**config.mk**
```make
export PLATFORM = sky130hd
export DESIGN_NAME = crbm_ffs
export DESIGN_NICKNAME = d
export VERILOG_FILES = /design/src/crbm_pkg.sv /design/src/crbm_ffs.sv
export SDC_FILE = /design/constraint.sdc
export NUM_CORES = 1
export LEC_CHECK = 0
export ABC_AREA = 1
export BUFFER_PORTS_ARGS = -buffer_cell sky130_fd_sc_hd__clkbuf_2
export CORE_AREA = 2 2 39 41
export DETAILED_ROUTE_END_ITERATION = 12
export DIE_AREA = 0 0 41 43
export PLACE_DENSITY = 0.74
export SYNTH_ARGS = -nofsm -noshare
export SYNTH_HDL_FRONTEND = slang
export SYNTH_SLANG_ARGS = --single-unit
```
**constraint.sdc**
```tcl
create_clock -name vclk -period 3.1
set_input_delay 0.775 -clock vclk [all_inputs]
set_output_delay 0.775 -clock vclk [all_outputs]
set_load 0.005 [all_outputs]
```
**src/crbm_pkg.sv**
```systemverilog
// Package for the coverage bitmap region mapper: widths, opcodes, FSM states
// and the structs passed between the mapper's modules. No dependencies.
package crbm_pkg;

  // Binary and bitmap geometry
  localparam int BIN_CAPACITY = 65536;
  localparam int WORD_W       = 32;
  localparam int WORD_IDX_W   = $clog2(WORD_W);
  localparam int FFS_W        = WORD_IDX_W + 1;
  localparam int MAP_WORDS    = BIN_CAPACITY / WORD_W;
  localparam int MAP_AW       = $clog2(MAP_WORDS);

  // Field widths
  localparam int OP_W  = 2;
  localparam int OFF_W = 16;
  localparam int LEN_W = 17;
  localparam int CNT_W = 17;
  localparam logic [CNT_W-1:0] CNT_MAX = '1;

  // Per-request region cap and result buffer
  localparam int MAX_REGIONS = 64;
  localparam int REG_CNT_W   = $clog2(MAX_REGIONS + 1);
  localparam int BUF_AW      = $clog2(MAX_REGIONS);

  // Configuration port
  localparam int APB_AW = 3;
  localparam int APB_DW = 32;
  localparam logic REG_BIN_LENGTH = 1'b0;
  localparam logic REG_MAX_BLOCK  = 1'b1;

  typedef enum logic [OP_W-1:0] {
    OP_APPEND = 2'd0,
    OP_SKIP   = 2'd1,
    OP_UNSKIP = 2'd2,
    OP_CLEAR  = 2'd3
  } op_t;

  typedef enum logic [2:0] {
    S_CLR,
    S_IDLE,
    S_LD,
    S_SCAN,
    S_FIN,
    S_ORD,
    S_OWR
  } state_t;

  // Configuration seen by the sequencer
  typedef struct packed {
    logic [LEN_W-1:0] bin_length;
    logic [LEN_W-1:0] max_block;
    logic             wipe;
  } cfg_t;

  // Result buffer entry and write request
  typedef struct packed {
    logic [OFF_W-1:0] off;
    logic [LEN_W-1:0] len;
  } bufent_t;

  typedef struct packed {
    logic              we;
    logic [BUF_AW-1:0] idx;
    bufent_t           ent;
  } bufwr_t;

endpackage

```
**src/crbm_ffs.sv**
```systemverilog
// Shared find-first-set unit: lowest set bit of one bitmap word.
// Depends on crbm_pkg for the word width.
module crbm_ffs (
  input  logic [crbm_pkg::WORD_W-1:0] vec,
  output logic [crbm_pkg::FFS_W-1:0]  idx
);

  // Priority encode, WORD_W when no bit is set
  always_comb begin
    idx = crbm_pkg::FFS_W'(crbm_pkg::WORD_W);
    for (int i = crbm_pkg::WORD_W - 1; i >= 0; i--) begin
      if (vec[i]) begin
        idx = crbm_pkg::FFS_W'(i);
      end
    end
  end

endmodule

```
==> metrics.txt <==
Final Slew Violations=0; count of cell types in the netlist=14; register area=0 um2; max_cap viols=0; Rows=14; synth cell count leaders=44 x nand2_1, 34 x inv_1, 17 x nor2_1, 3 x nor4_1; final setup margin=-0.134 ns; initial DRC count=5; Worst Max-Slew Pin Slew=0.386 ns; Final HPWL DP=1050 um; worst-case vdd ir drop=0.0347 mV; total power divided by cell area=94.5 nW/um2; leading post-synthesis cells by cell area=nand2_1 37%, inv_1 28%, nor2_1 14%; Core Region=1380 um2; IO Port Bufs=38; Yosys top cell area share=36.8%; critical-path cell with the highest stage delay=buf_2; leakage=0.494 nW; Worst slew margin=74.0%; Ports=38; layout cells sized above 1=28.2%; die outline width=41 um; GRT Residual Overflow=0; syn_nets=142; Setup TNS Final=-0.134 ns; WP buf/inv=3; final hold viol count=0; initial core utilization=32.5%; placed inst area=667 um2; peak fanout along the critical path=2; switching portion of total power=51.0%; Hold WS=1.80 ns; Setup CP Type=in2out; post-route cell area=673 um2; via count=701; cts hold-fix bufs=0; failing checks=setup timing; first-pass GRT wire length=1900 um; final sequential cell count=0; RSZ-0062 raised after global routing=yes; clock network power share=0%; height of the die=43 um; Inst Count DP=165; WP depth=33; DRT met1 WL=452 um; vias per std cell=4.25; Post-Syn Area=449 um2; # setup viols final=1; RePlAce Congestion=0.831; top-count cell post-synth=nand2_1; startpoint type of the worst setup path=primary input; average wire per cell in the routed design=6.79 um; Tot GR Track Use=14.0%; max incr delay on CP=0.11 ns; clock buffers=0; Power, Total=0.0636 mW; post-layout util=48.6%; Detailed Route WL=1120 um; ANT nets after route=0; largest net degree at the start of global routing=4; Crit. End Element=output pin; Max Clock Freq=309 MHz; run status=finished with violations; power share of the sequential group=0%; DRC Markers=0; final period utilization=104%; area delta synth->final=49.9%; pre-CTS setup slack=-0.175 ns; Comb pwr share=100.0%; hold_sp=vec[0]; post-synthesis sequential area ratio=0%; worst hold path cell count=3; ant diodes=0; drt first pass iters=4; critical path data arrival time=2.46 ns; Synth Instances=110; CP top delay family=simple AND/OR/NAND/NOR gates; antenna violations before repair=0; vias in the first global route=594; YS warnings=0; Worst Hold Class=in2out; die area=1760 um2; Mean Syn Cell Area=4.08 um2; cell mode on critical path=nand2_1; Post-layout nets=183; worst endpoint required time=2.32 ns; cell-internal power=0.0312 mW; Yosys top cell by area=nand2_1; worst hold endpoint=idx[0]; Switch Pwr=0.0324 mW; highest metal used=met3; Period minus WS final=3.23 ns; routed wl met3=70 um; met2 wire length=598 um; Finished Layout Cells=165
[timing repair]
action / 4_1_cts / 5_1_grt
buffers inserted: 0 / 0
endpoints found under the setup margin: 1 / 2
resized for setup: 0 / 4
hold endpoints to repair: 0 / 0
[metal layers]
layer,GRT usage (%),vias up
met5,0,-
met4,1.33,0
met3,1.05,0
met2,27.5,19
met1,15.2,286
li1,-,396
[layout make-up]
class | count | area (um2)
tap | 16 | 20.0
timing repair buffer | 39 | 204
fill | 165 | 711
inverter | 35 | 131
multi-input combinational | 75 | 318
[placed cells by master, fill, tap and decap left out, types with 2 or more instances in the layout]
cell type	count
nor2_1	17
buf_2	2
nor4_1	3
inv_1	33
a21oi_1	2
nand2_1	44
inv_2	2
nor3_1	2
clkbuf_2	35
[how the worst max path moves through the flow]
| stage | start | end |
|---|---|---|
| 2_1_floorplan | vec[30] | idx[0] |
| 3_3_place_gp | vec[30] | idx[0] |
| 3_5_place_dp | vec[30] | idx[0] |
| 4_1_cts | vec[30] | idx[0] |
| 5_1_grt | vec[30] | idx[0] |
| 6_report | vec[30] | idx[0] |
[tightest hold or removal path: cells and delay by family]
kind                   cells  cell delay [ns]
buffers and inverters      2             0.22
AOI/OAI and AO/OA          1             0.03
[kinds of logic after synthesis]
group,count (synthesis),synth area share [%]
compound gates,8,12.3
buf+inv,35,29.2
simple gates,67,58.5
[power groups by stage]
| stage | clock (mW) | sequential (mW) | combinational, mW |
|---|---|---|---|
| finish | 0 | 0 | 0.0636 |
| global route | 0 | 0 | 0.0744 |
| detailed placement | 0 | 0 | 0.0632 |
| CTS | 0 | 0 | 0.0635 |
| floorplan | 0 | 0 | 0.0310 |
| global placement | 0 | 0 | 0.0614 |
Power figures use the tool's default switching activity.
