File: config.mk
export PLATFORM = sky130hd
export DESIGN_NAME = crbm_result_buf
export DESIGN_NICKNAME = d
export VERILOG_FILES = /design/src/crbm_pkg.sv /design/src/crbm_result_buf.sv
export SDC_FILE = /design/constraint.sdc
export NUM_CORES = 2
export LEC_CHECK = 0
export BUFFER_PORTS_ARGS = -buffer_cell sky130_fd_sc_hd__buf_2
export CELL_PAD_IN_SITES_DETAIL_PLACEMENT = 0
export CELL_PAD_IN_SITES_GLOBAL_PLACEMENT = 1
export CORE_MARGIN = 2
export CORE_UTILIZATION = 51
export DETAILED_ROUTE_END_ITERATION = 6
export PLACE_DENSITY_LB_ADDON = 0.1
export SYNTH_ARGS = -nofsm -noshare
export SYNTH_HDL_FRONTEND = slang
export SYNTH_SLANG_ARGS = --single-unit
File: constraint.sdc
create_clock -name clk -period 3.34 [get_ports clk]
set_input_delay 0.167 -clock clk [delete_from_list [all_inputs] [get_ports clk]]
set_output_delay 0.167 -clock clk [all_outputs]
set_load 0.01 [all_outputs]
File: src/crbm_pkg.sv
// Package for the coverage bitmap region mapper: widths, opcodes, FSM states
// and the structs passed between the mapper's modules. No dependencies.
package crbm_pkg;

  // Binary and bitmap geometry
  localparam int BIN_CAPACITY = 65536;
  localparam int WORD_W       = 32;
  localparam int WORD_IDX_W   = $clog2(WORD_W);
  localparam int FFS_W        = WORD_IDX_W + 1;
  localparam int MAP_WORDS    = BIN_CAPACITY / WORD_W;
  localparam int MAP_AW       = $clog2(MAP_WORDS);

  // Field widths
  localparam int OP_W  = 2;
  localparam int OFF_W = 16;
  localparam int LEN_W = 17;
  localparam int CNT_W = 17;
  localparam logic [CNT_W-1:0] CNT_MAX = '1;

  // Per-request region cap and result buffer
  localparam int MAX_REGIONS = 64;
  localparam int REG_CNT_W   = $clog2(MAX_REGIONS + 1);
  localparam int BUF_AW      = $clog2(MAX_REGIONS);

  // Configuration port
  localparam int APB_AW = 3;
  localparam int APB_DW = 32;
  localparam logic REG_BIN_LENGTH = 1'b0;
  localparam logic REG_MAX_BLOCK  = 1'b1;

  typedef enum logic [OP_W-1:0] {
    OP_APPEND = 2'd0,
    OP_SKIP   = 2'd1,
    OP_UNSKIP = 2'd2,
    OP_CLEAR  = 2'd3
  } op_t;

  typedef enum logic [2:0] {
    S_CLR,
    S_IDLE,
    S_LD,
    S_SCAN,
    S_FIN,
    S_ORD,
    S_OWR
  } state_t;

  // Configuration seen by the sequencer
  typedef struct packed {
    logic [LEN_W-1:0] bin_length;
    logic [LEN_W-1:0] max_block;
    logic             wipe;
  } cfg_t;

  // Result buffer entry and write request
  typedef struct packed {
    logic [OFF_W-1:0] off;
    logic [LEN_W-1:0] len;
  } bufent_t;

  typedef struct packed {
    logic              we;
    logic [BUF_AW-1:0] idx;
    bufent_t           ent;
  } bufwr_t;

endpackage

File: src/crbm_result_buf.sv
// Result buffer: holds the regions of one request until its totals are known.
// Depends on crbm_pkg for the entry and write request structs.
module crbm_result_buf (
  input  logic                        clk,
  input  crbm_pkg::bufwr_t            wr,
  input  logic [crbm_pkg::BUF_AW-1:0] rd_idx,
  output crbm_pkg::bufent_t           rd_q
);

  crbm_pkg::bufent_t mem [crbm_pkg::MAX_REGIONS];

  // One write port, one registered read port
  always_ff @(posedge clk) begin
    if (wr.we) begin
      mem[wr.idx] <= wr.ent;
    end
    rd_q <= mem[rd_idx];
  end

endmodule

==> metrics.md <==
| Metric | Value |
|---|---|
| Outcome | `completed` |
| Crit path arrival time | `approximately 3000 ps` |
| Synth warn | `0` |
| Final hold violations | `0` |
| First-pass GRT wire length | `just over 300000 um` |
| Clk sinks | `about 2100` |
| Least-Margin Pin Slew | `approximately 1300 ps` |
| DRC viols | `0` |
| Post-Place Cell Area | `approximately 86000 sq um` |
| Hold slack | `~75 ps` |
| CP bufs+invs | `4` |
| Post-Synthesis Cells | `between 3000 and 4000` |
| Post-synth cell types | `46` |
| Vias | `39800` |
| Top layer reached by signal wires | `met5` |
| EDFF count, synth | `about 2100` |
| Die Area | `approximately 160000 sq um` |
| Final wirelength | `between 200000 and 250000 um` |
| Post-synthesis sequential area ratio | `78.9%` |
| P per Cell Area | `~600 nW/um^2` |
| R2R setup slack | `approximately 1300 ps` |
| Finished Cell Area | `a little over 90000 sq um` |
| Synth async-reset ratio | `0%` |
| Routed length on met1 | `89400 um` |
| Startpoint class of the critical path | `input pin` |
| Hold crit path type | `input pin to flop` |
| PostCTS Resize Cnt | `0` |
| Clock buffer count from CTS | `between 200 and 250` |
| Initial Util | `approximately 51%` |
| Syn_area_per_cell | `around 23 sq um` |
| Share of post-route cells with drive strength above 1 | `28.5%` |
| DP HPWL | `around 120000 um` |
| CP max stage cell | `nor2_4` |
| Yosys top cell area share | `between 70 and 80%` |
| VDD IR max | `between 0.0004 and 0.0005 V` |
| Worst-Skew Late Latency | `about 800 ps` |
| DR pass1 iterations | `5` |
| Routed length per placed instance | `~35 um` |
| Crit path largest cell delay | `630 ps` |
| Routability cong. | `between 0.7 and 0.8` |
| Critical Path End Type | `flop` |
| Max-slew violations | `0` |
| Row count | `~150` |
| Most frequent cell on the critical path | `buf_4` |
| Synthesis-stage register bit count | `about 2100` |
| Area growth, synth to finish | `14.0%` |
| DR WL met3 | `~17000 um` |
| Synth area leaders | `edfxtp_1, mux4_2, mux2i_1` |
| Area leader, netlist | `edfxtp_1` |
| Violation count after the first detailed-route iteration | `just under 5000` |
| Mapped cell area | `81200 sq um` |
| IO Port Bufs | `79` |
| Critical path fanouts, max | `15` |
| Worst EP required | `4040 ps` |
| RSZ-0062 raised after global routing | `no` |
| Most used DFF post-synth | `edfxtp_1` |
| Core Area | `roughly 160000 sq um` |
| Final worst setup slack | `just over 1000 ps` |
| Total grt overflow | `0` |
| Antenna Violating Nets Remaining | `0` |
| Filler cell count | `approximately 11000` |
| Vias in the first global route | `between 40000 and 50000` |
| Chip height | `~400 um` |
| Final setup vio count | `0` |
| Crit path kind | `input pin to flop` |
| Min Tclk post-route | `roughly 2300 ps` |
| Final critical-path share of the clock period | `a little over two thirds` |
| Crit path cell chain | `dlygate4sd3_1 > buf_2 > buf_4 > nor2_4 > buf_4 > nand4_1 > and3_1` |
| Post-place setup slack | `slightly below 300 ps` |
| Pleak | `28.9 nW` |
| Die X | `about 400 um` |
| DR vias/cell | `around 6.5` |
| Met2 WL | `106000 um` |
| Num ports | `80` |
| GRT Util Overall | `about 27%` |
| Setup_tns | `0 ps` |
| Largest net degree at the start of global routing | `roughly 80` |
| CTS Buffer Depth | `3` |
| Layout Skew | `between 30 and 40 ps` |
| Root buffer cell | `clkbuf_16` |
| Antenna violations before repair | `10` |
| Max_cap viols | `0` |
| Net total in the final layout | `between 3000 and 4000` |
| Slew HR | `16.3%` |
| H-tree Lvls | `4` |
| CTS tree | `yes` |
| Max Clk Rate | `roughly 430 MHz` |
| Synth Net Count | `between 3000 and 4000` |
| Top Family by Delay on Critical Path | `simple AND/OR/NAND/NOR gates` |
| Worst-path clk slew | `roughly 60 ps` |
[stage by stage]
stage / total power [mW] / instances / util, %
global placement: 33.2 / 5740 / 54.2
floorplan: 31.9 / 3598 / -
finish: 55.8 / 6146 / 58.5
CTS: 56.2 / 6141 / 58.5
global route: 57.3 / 6142 / 58.5
detailed placement: 33.3 / 5740 / 54.2
[cells in the mapped netlist (23+ instances only)]
master,n
buf_2,58
mux2i_1,96
edfxtp_1,2112
nand3_1,86
o22ai_1,59
buf_6,28
nand2_1,102
nor2_1,71
nand4_1,41
dfxtp_1,33
clkbuf_1,82
mux4_2,485
o221ai_1,46
nor2b_1,23
a22oi_1,77
[final timing paths]
path | from | end | cells after the start
setup / recovery | rd_idx[5] | rd_q[24] | 7
hold / removal | wr[35] | mem[48][24] | 3
setup reg to reg | mem[35][32] | rd_q[32] | 5
hold reg to reg | mem[10][19] | rd_q[19] | 4
[sequential cells by signal, indices dropped and copies added (netlist names)]
register / count
rd_q: 33
mem: 2112
[layer usage]
layer / up-vias / GRT usage, %
li1: 16000 / -
met1: 21800 / 39.4
met2: 1735 / 43.3
met3: 283 / 4.50
met4: 6 / 6.17
met5: - / 0
[placed cells by master, fill, tap and decap left out, types with 10 or more instances in the layout]
master	synthesis	routed
a211oi_2	10	10
dfxtp_1	33	33
clkinv_2	0	48
nor2_4	0	66
mux2i_1	96	96
nand4_1	41	41
mux4_2	485	485
clkinv_1	1	49
buf_2	58	75
nand2_1	102	102
o221ai_1	46	46
clkbuf_8	0	11
clkbuf_1	82	44
clkbuf_16	0	216
o21ai_0	13	13
bufinv_16	0	14
and2_1	12	12
and3_1	19	19
a21oi_1	17	17
nor2b_1	23	21
a211oi_1	19	19
nand3_1	86	86
buf_4	17	134
edfxtp_1	2112	2112
buf_12	1	62
a22oi_1	77	77
o22ai_1	59	59
[worst register-to-register path, delay by kind of cell (launching register included)]
kind / cells / cell delay [ps]
multiplexers: 2 / 320
flip-flops: 1 / 340
AO/OA/AOI/OAI: 3 / 1260
[where the power goes]
part	switching [mW]	internal [mW]	total (mW)	leakage (nW)
Sequential	0.122	29.8	29.9	19.3
Combinational	1.71	1.00	2.72	6.33
Clock	9.99	13.2	23.1	3.33
[cell families after synthesis]
family / synth area share (%)
AOI/OAI and AO/OA: 2.61
buffers and inverters: 1.47
DFF: 78.9
muxes: 14.7
and+or+nand+nor: 2.27
[layout make-up]
cell class / instances / area [sq um] / area share, %
clock buffers: 271 / 5720 / 6.18
well taps: 2072 / 2590 / 2.80
clock inverters: 128 / 1040 / 1.13
diodes: 5 / 12.5 / 0.0135
repair buffers: 276 / 2690 / 2.90
flip-flops and latches: 2145 / 64100 / 69.2
inverters: 3 / 11.3 / 0.0122
multi-input cells: 1246 / 16400 / 17.8
[repair_timing]
action | 4_1_cts | 5_1_grt
hold buffers | 2 | 0
hold endpoints to repair | 40 | 0
buffers inserted | 0 | 0
Note: power is estimated with default switching activity, not from simulation.
