**config.mk**
```make
export PLATFORM = sky130hd
export DESIGN_NAME = crbm_cfg_regs
export DESIGN_NICKNAME = d
export VERILOG_FILES = /design/src/crbm_pkg.sv /design/src/crbm_cfg_regs.sv
export SDC_FILE = /design/constraint.sdc
export NUM_CORES = 1
export LEC_CHECK = 0
export ABC_AREA = 0
export ABC_CLOCK_PERIOD_IN_PS = 1000
export BUFFER_PORTS_ARGS = -buffer_cell sky130_fd_sc_hd__buf_2
export CORE_ASPECT_RATIO = 2
export CORE_MARGIN = 3
export CORE_UTILIZATION = 32
export CTS_CLUSTER_DIAMETER = 80
export DETAILED_ROUTE_END_ITERATION = 6
export PLACE_DENSITY = 0.69
export SLEW_MARGIN = 20
export SYNTH_ARGS = -nofsm -noshare
export SYNTH_HDL_FRONTEND = slang
export SYNTH_SLANG_ARGS = --single-unit
```
**constraint.sdc**
```tcl
create_clock -name clk -period 1 [get_ports clk]
set_input_delay 0 -clock clk [delete_from_list [all_inputs] [get_ports clk]]
set_output_delay 0 -clock clk [all_outputs]
set_load 0.05 [all_outputs]
```
**src/crbm_pkg.sv**
```systemverilog
// Package for the coverage bitmap region mapper: widths, opcodes, FSM states
// and the structs passed between the mapper's modules. No dependencies.
package crbm_pkg;

  // Binary and bitmap geometry
  localparam int BIN_CAPACITY = 65536;
  localparam int WORD_W       = 32;
  localparam int WORD_IDX_W   = $clog2(WORD_W);
  localparam int FFS_W        = WORD_IDX_W + 1;
  localparam int MAP_WORDS    = BIN_CAPACITY / WORD_W;
  localparam int MAP_AW       = $clog2(MAP_WORDS);

  // Field widths
  localparam int OP_W  = 2;
  localparam int OFF_W = 16;
  localparam int LEN_W = 17;
  localparam int CNT_W = 17;
  localparam logic [CNT_W-1:0] CNT_MAX = '1;

  // Per-request region cap and result buffer
  localparam int MAX_REGIONS = 64;
  localparam int REG_CNT_W   = $clog2(MAX_REGIONS + 1);
  localparam int BUF_AW      = $clog2(MAX_REGIONS);

  // Configuration port
  localparam int APB_AW = 3;
  localparam int APB_DW = 32;
  localparam logic REG_BIN_LENGTH = 1'b0;
  localparam logic REG_MAX_BLOCK  = 1'b1;

  typedef enum logic [OP_W-1:0] {
    OP_APPEND = 2'd0,
    OP_SKIP   = 2'd1,
    OP_UNSKIP = 2'd2,
    OP_CLEAR  = 2'd3
  } op_t;

  typedef enum logic [2:0] {
    S_CLR,
    S_IDLE,
    S_LD,
    S_SCAN,
    S_FIN,
    S_ORD,
    S_OWR
  } state_t;

  // Configuration seen by the sequencer
  typedef struct packed {
    logic [LEN_W-1:0] bin_length;
    logic [LEN_W-1:0] max_block;
    logic             wipe;
  } cfg_t;

  // Result buffer entry and write request
  typedef struct packed {
    logic [OFF_W-1:0] off;
    logic [LEN_W-1:0] len;
  } bufent_t;

  typedef struct packed {
    logic              we;
    logic [BUF_AW-1:0] idx;
    bufent_t           ent;
  } bufwr_t;

endpackage

```
**src/crbm_cfg_regs.sv**
```systemverilog
// APB-style configuration registers: bin_length and the block size limit.
// Depends on crbm_pkg; a bin_length write raises a one-cycle wipe request.
module crbm_cfg_regs (
  input  logic                        clk,
  input  logic                        rst_n,
  input  logic                        psel,
  input  logic                        penable,
  input  logic                        pwrite,
  input  logic [crbm_pkg::APB_AW-1:0] paddr,
  input  logic [crbm_pkg::APB_DW-1:0] pwdata,
  output logic [crbm_pkg::APB_DW-1:0] prdata,
  output logic                        pready,
  output crbm_pkg::cfg_t              cfg
);

  logic [crbm_pkg::LEN_W-1:0] bin_length_r;
  logic [crbm_pkg::LEN_W-1:0] max_block_r;
  logic                       wipe_r;
  logic                       wr_en;
  logic                       reg_sel;

  assign pready  = 1'b1;
  assign reg_sel = paddr[2];
  assign wr_en   = psel && penable && pwrite && pready;

  // Register writes
  always_ff @(posedge clk) begin
    if (!rst_n) begin
      bin_length_r <= '0;
      max_block_r  <= '0;
      wipe_r       <= 1'b0;
    end else begin
      wipe_r <= 1'b0;
      if (wr_en) begin
        if (reg_sel == crbm_pkg::REG_BIN_LENGTH) begin
          bin_length_r <= pwdata[crbm_pkg::LEN_W-1:0];
          wipe_r       <= 1'b1;
        end else begin
          max_block_r <= pwdata[crbm_pkg::LEN_W-1:0];
        end
      end
    end
  end

  // Read back
  always_comb begin
    unique case (reg_sel)
      crbm_pkg::REG_BIN_LENGTH: prdata = crbm_pkg::APB_DW'(bin_length_r);
      crbm_pkg::REG_MAX_BLOCK:  prdata = crbm_pkg::APB_DW'(max_block_r);
      default:                  prdata = '0;
    endcase
  end

  assign cfg.bin_length = bin_length_r;
  assign cfg.max_block  = max_block_r;
  assign cfg.wipe       = wipe_r;

endmodule

```
==> flow_summary_export.csv, run 1 <==
group,metric,value,unit
sta,fmax,973,MHz
setup_path,endpoint_kind,"primary output",
clocking,clk_latency,0.27,ns
synth,synth_area,1680,µm²
detailed_routing,drtAntennaViolNets,0,
min_path,worstHoldPathType,"in -> reg",
cells_and_area,area_growth,66.5,%
floorplan,die_h,108,µm
clocking,clk_pin_slew,0.07,ns
sta,fin_ws,-0.0279,ns
sta,final_max_slew_viol_count,0,
power_and_ir_drop,power,3.14,mW
placement,portBuffers,74,
setup_path,path_delay_family,"flip-flops",
run_status,violations,"negative setup slack",
synth,ys_top_cells_by_area,"dfxtp_1 (42%), mux2i_1 (20%), nand2_1 (11%), mux2_2 (11%), buf_4 (8.1%)",
power_and_ir_drop,p_per_area,1120,nW/µm²
clocking,cts-root-buf,"clkbuf_8",
detailed_routing,drt-wirelength-per-cell,13.2,µm
setup_path,cp_data_arrival_time,1.03,ns
setup_path,path_buf_inv,1,
placement,place_congestion,0.707,
detailed_routing,detail_route.drc_violations,0,
floorplan,ios,108,
grt,track_usage,15.2,%
synth,ys_ff_latch,35,
setup_path,crit_chain,"mux2_4 > buf_8",
run_status,status,"complete, but fails checks",
floorplan,row_count,36,
synth,yosysWarningCount,0,
placement,place.detailed.hpwl,2790,µm
synth,synth_top_area_cell,"dfxtp_1",
placement,preCtsSetupSlack,0.117,ns
sta,skew,0,ns
clocking,cts.htree.levels,2,
floorplan,dieArea,6200,µm²
synth,synth_top_area_share,41.8,%
cells_and_area,n_fill_cell,421,
cells_and_area,diodes,0,
sta,finalCritPeriodShare,103,%
detailed_routing,via_per_inst,4.50,
setup_path,crit_required,1.00,ns
sta,setup_violations,17,
synth,ys_seq_area_share,41.8,%
setup_path,critical_path_class,"reg -> out",
sta,rsz0062_at_grt,"yes",
clocking,cts_tree,"done",
cells_and_area,drive_gt1_share,56.5,%
clocking,cts_buffers,5,
floorplan,start_util,33.9,%
sta,hold_viol_final,0,
grt,grt_max_degree,53,
synth,syn_inst,172,
setup_path,start_kind,"flip-flop",
cells_and_area,nNetsFinal,324,
grt,grt_first_pass_wirelength,7360,µm
setup_path,cp_slowest_cell,"dfxtp_2",
grt,antenna_found_initial,0,
sta,min_period,1.03,ns
grt,grt_remaining_overflow,0,
grt,first_global_vias,1642,
floorplan,core_area,4950,µm²
detailed_routing,routed_wl,4530,µm
clocking,clock-sinks,35,
floorplan,die_width,57.2,µm
power_and_ir_drop,ir_drop,1.13,mV
sta,setup_tns,-0.375,ns
setup_path,cpPeakStageDelay,0.33,ns
detailed_routing,vias,1540,
synth,avgSynthCellArea,9.75,µm²
setup_path,critPathMaxFanout,3,
detailed_routing,drt_iter0_drc,35,
detailed_routing,firstDrtPassIters,4,
clocking,cts_buffer_depth,2,
power_and_ir_drop,p_leak,1.58,nW
sta,timing.hold.ws,0.182,ns
synth,synth.distinct_cells,13,
job,maxCapViolCount,0,
placed cells by master (no fill, tap or decap), types with 2 or more instances in the layout:
| cell | Yosys | routed |
|---|---|---|
| mux2_2 | 17 | 2 |
| conb_1 | 2 | 16 |
| mux2i_1 | 34 | 34 |
| clkbuf_4 | 0 | 10 |
| buf_2 | 2 | 47 |
| clkbuf_1 | 5 | 2 |
| buf_12 | 0 | 6 |
| dfxtp_2 | 0 | 34 |
| buf_4 | 18 | 23 |
| clkbuf_8 | 0 | 5 |
| nand2_1 | 51 | 51 |
| dlygate4sd3_1 | 0 | 17 |
| buf_6 | 4 | 2 |
| buf_8 | 0 | 15 |
| mux2_4 | 0 | 15 |
metal layers:
layer / routed length (µm) / global-route usage, %
met1: 1520 / 13.9
met3: 267 / 2.51
met4: 148 / 8.62
met2: 2600 / 30.1
met5: 0 / 0
per-stage QoR:
step                      instances  instance area [µm²]  util [%]
after floorplan                 186                 1770         -
after global placement          294                 2130      42.9
after detailed placement        294                 2130      42.9
after CTS                       340                 2740      55.4
after global routing            342                 2790      56.4
final                           342                 2790      56.4
power breakdown:
part / switching, mW / leakage (nW) / internal, mW
sequential: 0.0180 / 0.300 / 1.43
clock: 0.464 / 0.0422 / 0.488
combinational: 0.467 / 1.24 / 0.268
total: 0.950 / 1.58 / 2.19
cells in the mapped netlist:
cell type	count
buf_2	2
nand4_1	1
mux2_2	17
nor2_1	1
conb_1	2
inv_1	1
nand4b_4	1
buf_6	4
dfxtp_1	35
clkbuf_1	5
nand2_1	51
buf_4	18
mux2i_1	34
kinds of logic after synthesis:
| logic type | count (synthesis) | synth area share, % |
|---|---|---|
| muxes | 51 | 31.7 |
| buffers and inverters | 30 | 12.7 |
| other | 2 | 0.448 |
| and+or+nand+nor | 54 | 13.4 |
| DFF | 35 | 41.8 |
tightest hold or removal path, stage by stage:
cell	delay, ns
buf_2	0.12
buf_12	0.18
inv_1	0.07
nor2_1	0.04
cell type report:
class	count	area (µm²)	share of cell area, %
Timing Repair Buffer	120	1020	36.5
Clock inverter	1	5.00	0.179
Inverter	1	3.75	0.134
Multi-Input combinational cell	121	873	31.3
Clock buffer	7	76.3	2.73
Tap cell	57	71.3	2.55
Sequential cell	35	743	26.6
final timing paths:
path                                 startpoint         endpoint  slack [ns]  cells after the start
worst min register to register  bin_length_r[7]  bin_length_r[7]        0.47                      2
worst min-delay path                      rst_n           wipe_r        0.18                      4
worst max register to register  bin_length_r[1]  bin_length_r[1]        0.27                      3
worst max-delay path            bin_length_r[2]        prdata[2]       -0.03                      2
registers in the layout, summed over array words and instances (netlist names):
signal / flops
bin_length_r: 17
wipe_r: 1
max_block_r: 17
repair_timing:
item | in CTS | in global routing
buffers inserted | 21 | 2
gates resized for setup | 61 | 13
pin swaps | 0 | 0
hold buffers | 17 | 0
hold endpoints to repair | 34 | 0
setup endpoints to repair | 17 | 27
Note: power is estimated with default switching activity, not from simulation.
==> inputs of run 2 (changes only) <==
--- a/config.mk
+++ b/config.mk
@@ -7,3 +7,3 @@
 export LEC_CHECK = 0
-export ABC_AREA = 0
+export ABC_AREA = 1
 export ABC_CLOCK_PERIOD_IN_PS = 1000
@@ -15,3 +15,3 @@
 export DETAILED_ROUTE_END_ITERATION = 6
-export PLACE_DENSITY = 0.69
+export PLACE_DENSITY = 0.68
 export SLEW_MARGIN = 20
--- a/constraint.sdc
+++ b/constraint.sdc
@@ -3,2 +3,2 @@
 set_output_delay 0 -clock clk [all_outputs]
-set_load 0.05 [all_outputs]
+set_load 0.01 [all_outputs]
==> flow_summary_export.csv, run 2 <==
group,metric,value,unit
run_status,status,"finished, final reports clean",
cells_and_area,final_common_cell,"nand2_1",
detailed_routing,top_layer_used,"met4",
grt,grt_max_degree,36,
sta,setup_violations,0,
grt,grt_remaining_overflow,0,
setup_path,critPathMaxFanout,3,
synth,ys_seq_area_share,37.8,%
cells_and_area,area_growth,21.5,%
min_path,worstHoldPathType,"in -> reg",
power_and_ir_drop,pwr-share-clk,34.1,%
synth,yosysWarningCount,0,
floorplan,die_h,114,µm
synth,syn_inst,283,
floorplan,ios,108,
synth,ys_ff_latch,35,
detailed_routing,via_per_inst,4.45,
setup_path,cp_data_arrival_time,0.90,ns
synth,ys_top_cells_by_area,"dfxtp_1 (38%), nand2_1 (18%), nor2_1 (14%), nand3_1 (9.2%), buf_4 (6.9%)",
clocking,clk_latency,0.28,ns
detailed_routing,met1_length,1600,µm
detailed_routing,drtAntennaViolNets,0,
grt,first_global_vias,1707,
grt,grt_first_pass_wirelength,7540,µm
power_and_ir_drop,p_leak,1.29,nW
clocking,ctsHoldBuffers,0,
placement,place_congestion,0.759,
synth,synth_top_area_cell,"dfxtp_1",
synth,synth_common_cells,"nand2_1 (87), nor2_1 (69), dfxtp_1 (35)",
detailed_routing,drt-wirelength-per-cell,11.4,µm
floorplan,die_width,59.8,µm
cells_and_area,nNetsFinal,390,
setup_path,crit_required,1.00,ns
sta,worst_pin_slew,0.612,ns
job,maxCapViolCount,0,
sta,setup_tns,0,ns
setup_path,critical_path_class,"reg -> out",
clocking,cts_tree,"done",
sta,rsz0062_at_grt,"no",
synth,synth.distinct_cells,17,
sta,min_period,0.902,ns
synth,synth-edff-count,0,
clocking,clk_pin_slew,0.07,ns
synth,synth_top_area_share,37.8,%
power_and_ir_drop,pwr-share-comb,15.9,%
cells_and_area,diodes,0,
detailed_routing,drt_iter0_drc,32,
detailed_routing,dr_wl_met2,2690,µm
clocking,cts-root-buf,"clkbuf_8",
power_and_ir_drop,power_switching,850,µW
power_and_ir_drop,p_per_area,1310,nW/µm²
sta,finalCritPeriodShare,90.2,%
detailed_routing,firstDrtPassIters,4,
grt,track_usage,14.3,%
detailed_routing,routed_wl,4670,µm
detailed_routing,vias,1831,
cells_and_area,top_regs,"bin_length_r (17), max_block_r (17), wipe_r (1)",
cells_and_area,layout.cells.most_common_list,"nand2_1 (87), buf_2 (74), nor2_1 (69)",
setup_path,start_kind,"flip-flop",
power_and_ir_drop,ir_drop,0.905,mV
clocking,cts.repair.resized,0,
clocking,cts.htree.levels,2,
synth,synth_area,1850,µm²
synth,synth_most_common_cell,"nand2_1",
synth,async_flop_share,0,%
power_and_ir_drop,p_int,2.10,mW
placement,place.detailed.hpwl,3450,µm
clocking,postCtsSetupBuffers,0,
floorplan,start_util,33.6,%
clocking,clock-sinks,35,
sta,fmax,1110,MHz
sta,slew-limit-headroom,59.2,%
setup_path,endpoint_kind,"primary output",
sta,skew,0,ns
cells_and_area,drive_gt1_share,26.5,%
floorplan,row_count,38,
clocking,cts_buffers,5,
floorplan,dieArea,6800,µm²
power_and_ir_drop,swShare,28.8,%
clocking,cts_buffer_depth,2,
detailed_routing,detail_route.drc_violations,0,
grt,antenna_found_initial,0,
power_and_ir_drop,seqPwrFrac,50.0,%
synth,avgSynthCellArea,6.55,µm²
sta,final_max_slew_viol_count,0,
power_and_ir_drop,power,2.95,mW
placement,portBuffers,74,
floorplan,core_area,5520,µm²
detailed_routing,dr_wl_met3,265,µm
sta,hold_viol_final,0,
synth,synth_ff_type,"dfxtp_1",
run 2: cell types whose count changed after synthesis, moves of 2 or more:
cell	change
inv_1	+16
nand2_1	+36
nor2_8	+2
nor2_1	+68
clkbuf_1	-2
mux2i_1	-34
mux2_2	-17
buf_8	+2
nand3_1	+34
buf_2	+4
run 2: power groups by stage:
stage / Sequential [mW] / Clock [mW] / Combinational (mW)
final: 1.48 / 1.01 / 0.471
after global routing: 1.48 / 1.09 / 0.533
after CTS: 1.48 / 1.04 / 0.477
after detailed placement: 1.51 / 0 / 0.477
after global placement: 1.51 / 0 / 0.469
after floorplan: 1.53 / 0 / 0.337
run 2: worst max-delay path: stages, from the launching register on:
cell	delay, ns
dfxtp_1	0.38
nand2_1	0.06
nand2_1	0.06
buf_2	0.12
run 2: metal layers:
layer  global-route usage (%)  vias to the layer above
met5                        0                        -
met4                     6.36                        0
met3                     2.38                        8
met2                     28.3                       62
met1                     13.1                      808
li1                         -                      953
run 2: cell families (layout without fill, tap and decap cells):
kind of cell           after synthesis  after routing  synth area share [%]
DFF                                 35             35                  37.8
other                                2             16                 0.405
and+or+nand+nor                    194            194                  44.5
buffers and inverters               52            106                  17.3
run 2: final timing paths:
kind	from	endpoint	slack [ns]	cells after the start
setup / recovery	max_block_r[8]	prdata[8]	0.1	3
hold / removal	pwdata[15]	bin_length_r[15]	0.04	5
setup reg to reg	max_block_r[1]	max_block_r[1]	0.41	2
hold reg to reg	bin_length_r[15]	bin_length_r[15]	0.50	2
run 2: layout make-up:
cell class	count	area, µm²
Inverter	19	73.8
Fill cell	630	3260
Tap cell	60	75.1
Timing Repair Buffer	79	433
Clock buffer	6	72.6
Sequential cell	35	702
Multi-Input combinational cell	210	885
Clock inverter	2	12.5
run 2: through the flow:
stage	area (µm²)	worst slack, ns	hold WS, ns	util [%]	instances
3_3_place_gp	2170	0.153	0.324	39.3	403
5_1_grt	2250	0.00398	0.0605	40.9	411
4_1_cts	2250	0.0783	0.0349	40.8	411
6_report	2250	0.0979	0.0395	40.9	411
3_5_place_dp	2170	0.116	0.333	39.3	403
2_1_floorplan	1910	0.303	0.231	-	297
==> inputs of run 3 (changes only) <==
- RECOVER_POWER: default -> 25
==> flow_summary_export.csv, run 3 (same netlist as run 2, synthesis figures left out) <==
group,metric,value,unit
sta,finalCritPeriodShare,90.7,%
sta,min_period,0.907,ns
setup_path,crit_required,1.00,ns
sta,final_max_slew_viol_count,0,
detailed_routing,routed_wl,4680,µm
setup_path,r2r_slack,0.41,ns
placement,place_congestion,0.759,
clocking,ctsHoldBuffers,0,
min_path,whs_path_depth,5,
cells_and_area,nNetsFinal,390,
sta,setup_violations,0,
detailed_routing,vias,1836,
setup_path,critPathMaxFanout,3,
floorplan,ios,108,
cells_and_area,n_fill_cell,630,
floorplan,row_count,38,
cells_and_area,diodes,0,
detailed_routing,via_per_inst,4.47,
placement,place.detailed.hpwl,3450,µm
cells_and_area,area_growth,21.5,%
setup_path,start_kind,"flip-flop",
setup_path,crit_chain,"nand2_1 > nand2_1 > buf_2",
floorplan,die_h,114,µm
clocking,cts_buffer_depth,2,
sta,skew,0,ns
placement,portBuffers,74,
clocking,cts_buffers,5,
setup_path,critical_path_class,"reg -> out",
grt,grt_remaining_overflow,0,
grt,antenna_found_initial,0,
detailed_routing,drtAntennaViolNets,0,
clocking,clock-sinks,35,
clocking,cts-root-buf,"clkbuf_8",
sta,rsz0062_at_grt,"no",
setup_path,r2r-end,"max_block_r[1]",
detailed_routing,drt-wirelength-per-cell,11.4,µm
setup_path,r2r_start,"max_block_r[1]",
cells_and_area,top_regs,"bin_length_r (17), max_block_r (17), wipe_r (1)",
detailed_routing,firstDrtPassIters,4,
power_and_ir_drop,p_int,2.10,mW
detailed_routing,detail_route.drc_violations,0,
min_path,whs_endpoint,"bin_length_r[15]",
sta,setup_tns,0,ns
clocking,cts_tree,"done",
setup_path,r2r_cells,2,
power_and_ir_drop,pwr-share-clk,34.2,%
sta,fin_ws,0.0934,ns
min_path,worstHoldPathType,"in -> reg",
power_and_ir_drop,p_per_area,1310,nW/µm²
detailed_routing,drt_iter0_drc,32,
setup_path,path_buf_inv,1,
power_and_ir_drop,ir_drop,0.914,mV
floorplan,die_width,59.8,µm
grt,track_usage,14.3,%
cells_and_area,layout.cells.most_common_list,"nand2_1 (87), buf_2 (73), nor2_1 (69)",
cells_and_area,drive_gt1_share,26.5,%
sta,slew-limit-headroom,54.6,%
setup_path,endpoint_kind,"primary output",
setup_path,cp_data_arrival_time,0.91,ns
clocking,clk_pin_slew,0.07,ns
grt,first_global_vias,1707,
grt,grt_max_degree,36,
power_and_ir_drop,seqPwrFrac,49.9,%
setup_path,cpMostUsedCell,"nand2_1",
sta,fmax,1100,MHz
run_status,status,"finished, final reports clean",
setup_path,cp_slowest_cell,"dfxtp_1",
setup_path,cpPeakStageDelay,0.38,ns
placement,preCtsSetupSlack,0.116,ns
floorplan,core_area,5520,µm²
clocking,clk_latency,0.28,ns
sta,worst_pin_slew,0.680,ns
job,maxCapViolCount,0,
min_path,hp-start,"pwdata[15]",
cells_and_area,final_common_cell,"nand2_1",
clocking,cts.htree.levels,2,
sta,hold_viol_final,0,
floorplan,start_util,33.6,%
power_and_ir_drop,p_leak,1.29,nW
power_and_ir_drop,swShare,28.9,%
setup_path,path_delay_family,"flip-flops",
grt,grt_first_pass_wirelength,7540,µm
power_and_ir_drop,power_switching,855,µW
power_and_ir_drop,pwr-share-comb,15.9,%
floorplan,dieArea,6800,µm²
clocking,postCtsSetupBuffers,0,
[run 3: changes by cell type in the layout (fill, tap and decap cells not counted), sizes merged]
| cell | delta |
|---|---|
| buf | -1 |
| clkbuf | +1 |
[run 3: repair_timing]
item	in CTS	in global routing
hold endpoints to repair	0	0
resized for setup	0	1
endpoints found under the setup margin	0	1
[run 3: worst max path at each step]
| stage | startpoint | end | cells after the start |
|---|---|---|---|
| 2_1_floorplan | paddr[2] | bin_length_r[13] | 6 |
| 3_3_place_gp | paddr[2] | max_block_r[1] | 5 |
| 3_5_place_dp | paddr[2] | max_block_r[2] | 5 |
| 4_1_cts | max_block_r[8] | prdata[8] | 3 |
| 5_1_grt | max_block_r[12] | prdata[12] | 3 |
| 6_report | max_block_r[8] | prdata[8] | 3 |
[run 3: area by class of cell]
class	count	area [µm²]	share of cell area, %
Clock buffer	6	72.6	3.22
Tap cell	60	75.1	3.33
Multi-Input combinational cell	210	885	39.3
Clock inverter	2	12.5	0.555
Inverter	19	73.8	3.28
Sequential cell	35	702	31.1
Timing Repair Buffer	79	433	19.2
[run 3: power groups by stage]
stage,logic (mW),registers (mW),clock network (mW)
CTS,0.477,1.48,1.04
global route,0.534,1.48,1.09
finish,0.471,1.48,1.01
floorplan,0.337,1.53,0
detailed placement,0.477,1.51,0
global placement,0.469,1.51,0
[run 3: metrics by stage]
stage | std cells | power [mW] | hold slack [ns] | utilization [%] | instance area (µm²)
after floorplan | 297 | 1.86 | 0.231 | - | 1910
after global placement | 403 | 1.98 | 0.324 | 39.3 | 2170
after detailed placement | 403 | 1.99 | 0.333 | 39.3 | 2170
after CTS | 411 | 2.99 | 0.0349 | 40.8 | 2250
after global routing | 411 | 3.11 | 0.0605 | 40.9 | 2250
final | 411 | 2.96 | 0.0387 | 40.9 | 2250
[run 3: routing by layer]
layer / share of wire, % / track usage (%)
met1: 33 / 13.1
met5: 0 / 0
met3: 5.8 / 2.38
met4: 2.4 / 6.36
met2: 58 / 28.3
[run 3: worst min-delay path, delay by kind of cell]
family	cells	cell delay, ns
buffers and inverters	2	0.11
AND/OR/NAND/NOR	3	0.18
